`src/hdl/eihp_pkg.sv`:
```
// shared types and constants for the ethernet / ipv4 / l4 header parser
// no dependencies
package eihp_pkg;

  localparam int unsigned CNT_W = 14;
  localparam int unsigned CNT_MAX = (2 ** CNT_W) - 1;
  localparam int unsigned DEFAULT_MAX_FRAME_BYTES = 16383;

  typedef logic [CNT_W-1:0] count_t;
  typedef logic [CNT_W:0]   sum_t;

  // byte positions within the frame
  localparam count_t POS_SRC_MAC  = count_t'(6);
  localparam count_t POS_ETHER    = count_t'(12);
  localparam count_t POS_IP       = count_t'(14);
  localparam count_t POS_TTL      = count_t'(22);
  localparam count_t POS_PROTO    = count_t'(23);
  localparam count_t POS_ADDR     = count_t'(26);
  localparam count_t POS_ADDR_END = count_t'(34);

  // offsets within the l4 header
  localparam count_t L4_PORTS_END = count_t'(4);
  localparam count_t L4_SEQ_END   = count_t'(12);
  localparam count_t L4_OFFSET    = count_t'(12);
  localparam count_t L4_FLAGS     = count_t'(13);

  localparam sum_t ETH_LEN = sum_t'(14);
  localparam sum_t IP_MIN  = sum_t'(20);
  localparam sum_t TCP_MIN = sum_t'(20);
  localparam sum_t UDP_LEN = sum_t'(8);

  localparam logic [5:0]  HDR_MIN_BYTES  = 6'd20;
  localparam logic [15:0] ETHERTYPE_IPV4 = 16'h0800;
  localparam logic [3:0]  IPV4_VER       = 4'd4;
  localparam logic [7:0]  PROTO_TCP      = 8'd6;
  localparam logic [7:0]  PROTO_UDP      = 8'd17;

  localparam logic [2:0] ST_OK          = 3'd0;
  localparam logic [2:0] ST_SHORT_ETH   = 3'd1;
  localparam logic [2:0] ST_SHORT_IP    = 3'd2;
  localparam logic [2:0] ST_BAD_VERSION = 3'd3;
  localparam logic [2:0] ST_BAD_IP_HDR  = 3'd4;
  localparam logic [2:0] ST_SHORT_TCP   = 3'd5;
  localparam logic [2:0] ST_BAD_TCP_HDR = 3'd6;
  localparam logic [2:0] ST_SHORT_UDP   = 3'd7;

  localparam int unsigned LAYER_IP  = 0;
  localparam int unsigned LAYER_TCP = 1;
  localparam int unsigned LAYER_UDP = 2;

  typedef struct packed {
    count_t      byte_count;
    logic [5:0]  ip_hdr_bytes;
    logic [5:0]  l4_hdr_bytes;
    logic [3:0]  ip_ver;
    logic [47:0] dst_mac;
    logic [47:0] src_mac;
    logic [15:0] ether_kind;
    logic [15:0] ttl_proto;
    logic [63:0] addrs;
    logic [31:0] ports;
    logic [63:0] seq_ack;
    logic [7:0]  flags;
  } frame_state_t;

  typedef struct packed {
    logic [2:0]  status;
    logic [2:0]  layer_mask;
    logic [47:0] dst_mac;
    logic [47:0] src_mac;
    logic [15:0] ether_kind;
    logic [15:0] ttl_and_proto;
    logic [31:0] src_addr;
    logic [31:0] dest_addr;
    logic [31:0] port_pair;
    logic [63:0] seq_and_ack;
    logic [7:0]  flag_bits;
    count_t      payload_bytes;
  } result_t;

endpackage

```
`src/hdl/eihp_frame_step.sv`:
```
// per-beat capture update and end-of-frame header checks
// depends on eihp_pkg
module eihp_frame_step #(
  parameter int unsigned MAX_FRAME_BYTES = eihp_pkg::DEFAULT_MAX_FRAME_BYTES
) (
  input  eihp_pkg::frame_state_t state_i,
  input  logic [7:0]             data_byte_i,
  output eihp_pkg::frame_state_t state_o,
  output eihp_pkg::result_t      result_o
);

  localparam eihp_pkg::count_t FrameCap = eihp_pkg::count_t'(
    (MAX_FRAME_BYTES > eihp_pkg::CNT_MAX) ? eihp_pkg::CNT_MAX : MAX_FRAME_BYTES);

  eihp_pkg::frame_state_t nxt;
  eihp_pkg::count_t       pos;
  eihp_pkg::count_t       l4_start;
  eihp_pkg::count_t       l4_pos;
  logic [7:0]             proto;

  assign pos      = state_i.byte_count;
  assign l4_start = eihp_pkg::POS_IP + eihp_pkg::count_t'(state_i.ip_hdr_bytes);
  assign l4_pos   = pos - l4_start;
  assign proto    = state_i.ttl_proto[7:0];

  always_comb begin
    nxt = state_i;
    if (pos < FrameCap) begin
      nxt.byte_count = pos + eihp_pkg::count_t'(1);
      if (pos < eihp_pkg::POS_SRC_MAC) begin
        nxt.dst_mac = {state_i.dst_mac[39:0], data_byte_i};
      end else if (pos < eihp_pkg::POS_ETHER) begin
        nxt.src_mac = {state_i.src_mac[39:0], data_byte_i};
      end else if (pos < eihp_pkg::POS_IP) begin
        nxt.ether_kind = {state_i.ether_kind[7:0], data_byte_i};
      end else if (state_i.ether_kind == eihp_pkg::ETHERTYPE_IPV4) begin
        if (pos == eihp_pkg::POS_IP) begin
          nxt.ip_ver       = data_byte_i[7:4];
          nxt.ip_hdr_bytes = {data_byte_i[3:0], 2'b00};
        end else if (pos == eihp_pkg::POS_TTL) begin
          nxt.ttl_proto[15:8] = data_byte_i;
        end else if (pos == eihp_pkg::POS_PROTO) begin
          nxt.ttl_proto[7:0] = data_byte_i;
        end else if (pos >= eihp_pkg::POS_ADDR && pos < eihp_pkg::POS_ADDR_END) begin
          nxt.addrs = {state_i.addrs[55:0], data_byte_i};
        end else if (state_i.ip_ver == eihp_pkg::IPV4_VER
                     && state_i.ip_hdr_bytes >= eihp_pkg::HDR_MIN_BYTES
                     && pos >= l4_start
                     && (proto == eihp_pkg::PROTO_TCP || proto == eihp_pkg::PROTO_UDP)) begin
          if (l4_pos < eihp_pkg::L4_PORTS_END) begin
            nxt.ports = {state_i.ports[23:0], data_byte_i};
          end else if (proto == eihp_pkg::PROTO_TCP) begin
            if (l4_pos < eihp_pkg::L4_SEQ_END) begin
              nxt.seq_ack = {state_i.seq_ack[55:0], data_byte_i};
            end else if (l4_pos == eihp_pkg::L4_OFFSET) begin
              nxt.l4_hdr_bytes = {data_byte_i[7:4], 2'b00};
            end else if (l4_pos == eihp_pkg::L4_FLAGS) begin
              nxt.flags = data_byte_i;
            end
          end
        end
      end
    end
  end

  assign state_o = nxt;

  eihp_pkg::sum_t len;
  eihp_pkg::sum_t ip_end;
  eihp_pkg::sum_t tcp_end;
  eihp_pkg::sum_t off;
  logic [2:0]     status;
  logic [2:0]     mask;
  logic [7:0]     fproto;

  assign len     = eihp_pkg::sum_t'(nxt.byte_count);
  assign ip_end  = eihp_pkg::ETH_LEN + eihp_pkg::sum_t'(nxt.ip_hdr_bytes);
  assign tcp_end = ip_end + eihp_pkg::sum_t'(nxt.l4_hdr_bytes);
  assign fproto  = nxt.ttl_proto[7:0];

  always_comb begin
    status = eihp_pkg::ST_OK;
    mask   = 3'b000;
    off    = eihp_pkg::ETH_LEN;
    if (len < eihp_pkg::ETH_LEN) begin
      status = eihp_pkg::ST_SHORT_ETH;
    end else if (nxt.ether_kind == eihp_pkg::ETHERTYPE_IPV4) begin
      if (len < eihp_pkg::ETH_LEN + eihp_pkg::IP_MIN) begin
        status = eihp_pkg::ST_SHORT_IP;
      end else if (nxt.ip_ver != eihp_pkg::IPV4_VER) begin
        status = eihp_pkg::ST_BAD_VERSION;
      end else if (nxt.ip_hdr_bytes < eihp_pkg::HDR_MIN_BYTES || len < ip_end) begin
        status = eihp_pkg::ST_BAD_IP_HDR;
      end else begin
        mask[eihp_pkg::LAYER_IP] = 1'b1;
        off = ip_end;
        if (fproto == eihp_pkg::PROTO_TCP) begin
          if (len < ip_end + eihp_pkg::TCP_MIN) begin
            status = eihp_pkg::ST_SHORT_TCP;
          end else if (nxt.l4_hdr_bytes < eihp_pkg::HDR_MIN_BYTES || len < tcp_end) begin
            status = eihp_pkg::ST_BAD_TCP_HDR;
          end else begin
            mask[eihp_pkg::LAYER_TCP] = 1'b1;
            off = tcp_end;
          end
        end else if (fproto == eihp_pkg::PROTO_UDP) begin
          if (len < ip_end + eihp_pkg::UDP_LEN) begin
            status = eihp_pkg::ST_SHORT_UDP;
          end else begin
            mask[eihp_pkg::LAYER_UDP] = 1'b1;
            off = ip_end + eihp_pkg::UDP_LEN;
          end
        end
      end
    end
  end

  logic ok;
  logic ip_ok;
  logic tcp_ok;
  logic l4_ok;

  assign ok     = (status == eihp_pkg::ST_OK);
  assign ip_ok  = ok && mask[eihp_pkg::LAYER_IP];
  assign tcp_ok = ok && mask[eihp_pkg::LAYER_TCP];
  assign l4_ok  = ok && (mask[eihp_pkg::LAYER_TCP] || mask[eihp_pkg::LAYER_UDP]);

  always_comb begin
    result_o               = '0;
    result_o.status        = status;
    if (ok) begin
      result_o.layer_mask  = mask;
      result_o.dst_mac     = nxt.dst_mac;
      result_o.src_mac     = nxt.src_mac;
      result_o.ether_kind  = nxt.ether_kind;
      result_o.payload_bytes = (len > off) ? eihp_pkg::count_t'(len - off) : '0;
    end
    if (ip_ok) begin
      result_o.ttl_and_proto = nxt.ttl_proto;
      result_o.src_addr      = nxt.addrs[63:32];
      result_o.dest_addr     = nxt.addrs[31:0];
    end
    if (l4_ok) begin
      result_o.port_pair = nxt.ports;
    end
    if (tcp_ok) begin
      result_o.seq_and_ack = nxt.seq_ack;
      result_o.flag_bits   = nxt.flags;
    end
  end

endmodule

```
`src/hdl/eth_ipv4_l4_header_parser_unit.sv`:
```
// Ethernet / IPv4 / TCP / UDP header parser, top level with result buffering
// depends on eihp_pkg and eihp_frame_step
//
// Frames enter one byte per beat in wire order, with last_i on the final byte, and the
// unit takes a byte in every cycle while the skid entry is empty: each beat updates the
// byte counter and the capture registers in a single registered pass. The final byte
// of a frame produces one registered result beat, carrying status, layer mask, captured
// fields and payload length; capture state clears on that byte so the next frame may
// follow at once. Results sit in an output register backed by one skid entry; input
// stalls only while the skid entry is occupied. The byte count saturates at
// MAX_FRAME_BYTES (capped at 16383) and bytes beyond that capture nothing.
module eth_ipv4_l4_header_parser_unit #(
  parameter int unsigned MAX_FRAME_BYTES = eihp_pkg::DEFAULT_MAX_FRAME_BYTES
) (
  input  logic        clk_i,
  input  logic        rst_ni,
  input  logic        in_valid_i,
  output logic        in_stall_o,
  input  logic [7:0]  data_byte_i,
  input  logic        last_i,
  output logic        out_valid_o,
  input  logic        out_stall_i,
  output logic [2:0]  status_o,
  output logic [2:0]  layer_mask_o,
  output logic [47:0] dst_mac_o,
  output logic [47:0] src_mac_o,
  output logic [15:0] ether_kind_o,
  output logic [15:0] ttl_and_proto_o,
  output logic [31:0] src_addr_o,
  output logic [31:0] dest_addr_o,
  output logic [31:0] port_pair_o,
  output logic [63:0] seq_and_ack_o,
  output logic [7:0]  flag_bits_o,
  output logic [13:0] payload_bytes_o
);

  eihp_pkg::frame_state_t state_q, state_d;
  eihp_pkg::result_t      result;
  eihp_pkg::result_t      out_q, skid_q;
  logic                   out_valid_q, skid_valid_q;
  logic                   in_accept, produce, out_pop;

  eihp_frame_step #(
    .MAX_FRAME_BYTES(MAX_FRAME_BYTES)
  ) u_step (
    .state_i    (state_q),
    .data_byte_i(data_byte_i),
    .state_o    (state_d),
    .result_o   (result)
  );

  assign in_stall_o = skid_valid_q;
  assign in_accept  = in_valid_i && !skid_valid_q;
  assign produce    = in_accept && last_i;
  assign out_pop    = out_valid_q && !out_stall_i;

  always_ff @(posedge clk_i or negedge rst_ni) begin
    if (!rst_ni) begin
      state_q <= '0;
    end else if (in_accept) begin
      state_q <= last_i ? '0 : state_d;
    end
  end

  always_ff @(posedge clk_i or negedge rst_ni) begin
    if (!rst_ni) begin
      out_valid_q  <= 1'b0;
      skid_valid_q <= 1'b0;
    end else if (skid_valid_q) begin
      if (out_pop) begin
        skid_valid_q <= 1'b0;
      end
    end else if (produce) begin
      if (out_valid_q && !out_pop) begin
        skid_valid_q <= 1'b1;
      end else begin
        out_valid_q <= 1'b1;
      end
    end else if (out_pop) begin
      out_valid_q <= 1'b0;
    end
  end

  always_ff @(posedge clk_i) begin
    if (skid_valid_q) begin
      if (out_pop) begin
        out_q <= skid_q;
      end
    end else if (produce) begin
      if (out_valid_q && !out_pop) begin
        skid_q <= result;
      end else begin
        out_q <= result;
      end
    end
  end

  assign out_valid_o     = out_valid_q;
  assign status_o        = out_q.status;
  assign layer_mask_o    = out_q.layer_mask;
  assign dst_mac_o       = out_q.dst_mac;
  assign src_mac_o       = out_q.src_mac;
  assign ether_kind_o    = out_q.ether_kind;
  assign ttl_and_proto_o = out_q.ttl_and_proto;
  assign src_addr_o      = out_q.src_addr;
  assign dest_addr_o     = out_q.dest_addr;
  assign port_pair_o     = out_q.port_pair;
  assign seq_and_ack_o   = out_q.seq_and_ack;
  assign flag_bits_o     = out_q.flag_bits;
  assign payload_bytes_o = out_q.payload_bytes;

endmodule

```
`config.mk`:
```
export PLATFORM = sky130hd
export DESIGN_NAME = eth_ipv4_l4_header_parser_unit
export DESIGN_NICKNAME = d
export VERILOG_FILES = /design/src/hdl/eihp_pkg.sv /design/src/hdl/eihp_frame_step.sv /design/src/hdl/eth_ipv4_l4_header_parser_unit.sv
export SDC_FILE = /design/constraint.sdc
export NUM_CORES = 2
export LEC_CHECK = 0
export ABC_CLOCK_PERIOD_IN_PS = 43500
export BUFFER_PORTS_ARGS = -buffer_cell sky130_fd_sc_hd__buf_2
export CAP_MARGIN = 20
export CORE_MARGIN = 10
export CORE_UTILIZATION = 48
export DETAILED_ROUTE_END_ITERATION = 7
export PLACE_DENSITY = 0.75
export SYNTH_ARGS = -nofsm -noshare
export SYNTH_HDL_FRONTEND = slang
export SYNTH_SLANG_ARGS = --single-unit
```
`constraint.sdc`:
```
create_clock -name clk_i -period 43.5 [get_ports clk_i]
set_clock_uncertainty 0.05 [all_clocks]
set_input_delay 2.175 -clock clk_i [delete_from_list [all_inputs] [get_ports clk_i]]
set_output_delay 2.175 -clock clk_i [all_outputs]
set_load 0.01 [all_outputs]
```
==> impl_metrics.json <==
{
  "outcome": "finished, final reports clean",
  "dp.cells": 4715,
  "timing.max_slew.rel_slack_pct": 16.8,
  "inserted_clock_buffers": 96,
  "grt_start_max_net_pins": 233,
  "final.period_utilization_pct": 22.1,
  "synth_warnings": 0,
  "routed_via_density": 6.05,
  "dieArea_mm2": 0.102,
  "synth_enable_flop_cells": 632,
  "critical-path-top-delay-family": "compound AO/OA/AOI/OAI gates",
  "detailedRoute.firstPassIterationCount": 6,
  "wire_per_inst_um": 23.7,
  "setup.worst_path.class": "reg -> reg",
  "grt_first_pass_wirelength_um": 177000,
  "grt_use_total_pct": 22.0,
  "syn_area_per_cell_um2": 12.5,
  "h_tree_depth": 3,
  "nets": 3719,
  "area_growth_pct": 13.4,
  "post-place-ws_ns": 33.98,
  "yosys.cell_count.top_type": "edfxtp_1",
  "coreArea_mm2": 0.0886,
  "post-route-drc-count": 0,
  "setup_ws_ns": 33.91,
  "cp.buffers_inverters": 5,
  "placed_area_mm2": 0.0456,
  "critical_path.max_stage_delay_ns": 0.49,
  "final_wirelength_um": 116000,
  "max-clock-path-buffers": 3,
  "asyncSetResetFlopFracSynth_pct": 34.2,
  "placement.io_buffers": 330,
  "final_cell_area_mm2": 0.0488,
  "cts_sinks": 960,
  "maxSlewViolCount": 0,
  "unrepaired_setup_endpoints_after_global_routing": "false",
  "gp_routability_congestion": 0.913,
  "clock_tree.root_cell": "clkbuf_16",
  "tritoncts": "built",
  "timing.critical_path.to_type": "register",
  "post_cts_resize_count": 0,
  "detailedPlacementHpwl_um": 74200,
  "cell_internal_pwr_uw": 1660,
  "hp-class": "reg -> reg",
  "power.switching_fraction_pct": 27.8,
  "globalRouteOverflowTotal": 0,
  "timing.critical_path.arrival_ns": 10.00,
  "floorplan.die.width_um": 319,
  "p_total_uw": 2300,
  "sequentialPowerShare_pct": 49.1,
  "site_rows": 109,
  "pin_count": 331,
  "leakagePower_uw": 0.0187,
  "grt_pass1_vias": 28287,
  "setup_viol_count_final": 0,
  "worstSkewPairLatency_ns": 0.66,
  "cts.reportedPaths.clkPinSlew_ns": 0.06,
  "first_iter_violations": 3440,
  "drive_above_1_share_pct": 16.0,
  "crit_slowest_cell": "nand2b_1",
  "final-hold-violation-count": 0,
  "vias_post_dr": 29644,
  "tns_ns": 0,
  "post_synth_instance_area_mm2": 0.0430,
  "ys_seq_elements": 960,
  "power.net_switching_uw": 640,
  "final_instance_count_without_filler_cells": 4897,
  "syn_inst_count": 3439,
  "antenna_left": 0,
  "antenna_found_initial": 10,
  "critPathMaxFanout": 18,
  "pwr_cell_area_mw_per_mm2": 47.2,
  "max-cap-violations": 0,
  "finalCriticalPeriod_ns": 9.59,
  "cts.repair_timing.setup_buffer_count": 0,
  "timing.critical_path.mode_cell": "a21oi_1",
  "diodes": 0,
  "synth_ff_type": "edfxtp_1",
  "share_of_power_burned_in_the_clock_network_pct": 36.2,
  "ys_types": 74,
  "required_ns": 43.91,
  "timing_worst_slew_pin_value_ns": 1.25,
  "die_h_um": 319,
  "synth-seq-area-share_pct": 63.2,
  "syn_nets": 3508,
  "netlist_top_cells_area": "edfxtp_1, dfrtp_1, mux2i_1",
  "power.ir.vdd_worst_mv": 0.0322,
  "number_of_hold_repair_buffers_added_at_the_cts_stage": 0,
  "synth_top_area_share_pct": 44.1,
  "achievable-frequency_ghz": 0.104,
  "synth.largest_area_cell": "edfxtp_1",
  "cp-start-kind": "register",
  "post_synth_most_frequent_cells": "edfxtp_1, nand2_1, dfrtp_1",
  "initial_core_util_pct": 48.5,
  "combPwrFrac_pct": 14.7
}
==> worst register-to-register path: cells and delay by family, from the launching register on <==
kind	cells	cell delay, ns
DFF	1	0.46
adders and majority gates	6	1.57
buffers and inverters	5	0.59
AOI/OAI and AO/OA	19	3.91
xor gates and xnor gates	1	0.24
muxes	1	0.13
and+or+nand+nor	8	2.49
==> flip-flops by register name, indices dropped and copies added (netlist names) <==
name	flops
payload_bytes_o	14
seq_and_ack_o	64
dest_addr_o	32
src_mac_o	48
src_addr_o	32
layer_mask_o	3
status_o	3
skid_q	316
ttl_and_proto_o	16
port_pair_o	32
ether_kind_o	16
state_q	326
dst_mac_o	48
out_valid_o	1
flag_bits_o	8
in_stall_o	1
==> cell usage in the layout (no fill, tap or decap), types with 15 or more instances in the layout <==
cell | Yosys | routed
ha_1 | 53 | 53
o21ai_1 | 45 | 42
clkbuf_16 | 0 | 98
nor4_1 | 17 | 15
o41ai_1 | 72 | 72
nand2_1 | 430 | 428
or3_1 | 17 | 17
a22o_1 | 266 | 266
o31ai_1 | 111 | 111
o21ai_0 | 146 | 145
o41ai_2 | 30 | 30
nor2b_1 | 16 | 15
xnor2_1 | 18 | 18
mux2i_1 | 313 | 313
clkbuf_1 | 199 | 27
inv_1 | 35 | 35
dfrtp_1 | 328 | 327
nor2_1 | 259 | 254
a21oi_1 | 37 | 37
nand3_1 | 25 | 25
buf_2 | 49 | 329
nor3_1 | 130 | 129
buf_4 | 2 | 47
edfxtp_1 | 632 | 632
==> worst paths after layout <==
kind	endpoint	depth (start not counted)	startpoint	slack (ns)
max	payload_bytes_o[12]	40	state_q[312]	33.91
min	state_q[182]	2	state_q[182]	0.43
max reg2reg	payload_bytes_o[12]	40	state_q[312]	33.91
min reg2reg	state_q[182]	2	state_q[182]	0.43
max in group asynchronous	state_q[290]	4	rst_ni	39.22
min in group asynchronous	state_q[136]	1	rst_ni	1.54
==> layer usage <==
layer  track usage, %  up-vias  wire [µm]
li1                 -    13411          -
met1             29.8    14828      48100
met2             35.2     1173      55300
met3             4.08      218       8930
met4             7.69       14       3730
met5                0        -         73
==> stage by stage <==
stage | hold slack (ns) | utilization [%]
after floorplan | 0.392 | -
after global placement | 0.409 | 51.4
after detailed placement | 0.419 | 51.4
after CTS | 0.433 | 55.0
after global routing | 0.455 | 55.0
final | 0.430 | 55.0
==> cell type report <==
type,count,area (µm²)
multi-input cells,2174,14700
clock buffers,134,2680
inverters,36,135
well taps,1165,1460
fillers,7328,39900
flip-flops and latches,960,27200
repair buffers,382,2120
clock inverters,46,497
==> power by group through the flow <==
stage	Clock [µW]	Sequential [µW]	Combinational, µW
after floorplan	0	1200	172
after global placement	0	1150	334
after detailed placement	0	1150	339
after CTS	845	1130	341
after global routing	881	1140	370
final	833	1130	337
==> cells by family after synthesis <==
logic type,after synthesis,share of synthesized area (%)
flops,960,63.2
fa+ha+maj,56,1.68
compound gates,786,14.1
mux,319,7.44
buf+inv,305,2.89
xor+xnor,29,0.591
simple gates,984,10.1
Power figures use the tool's default switching activity.
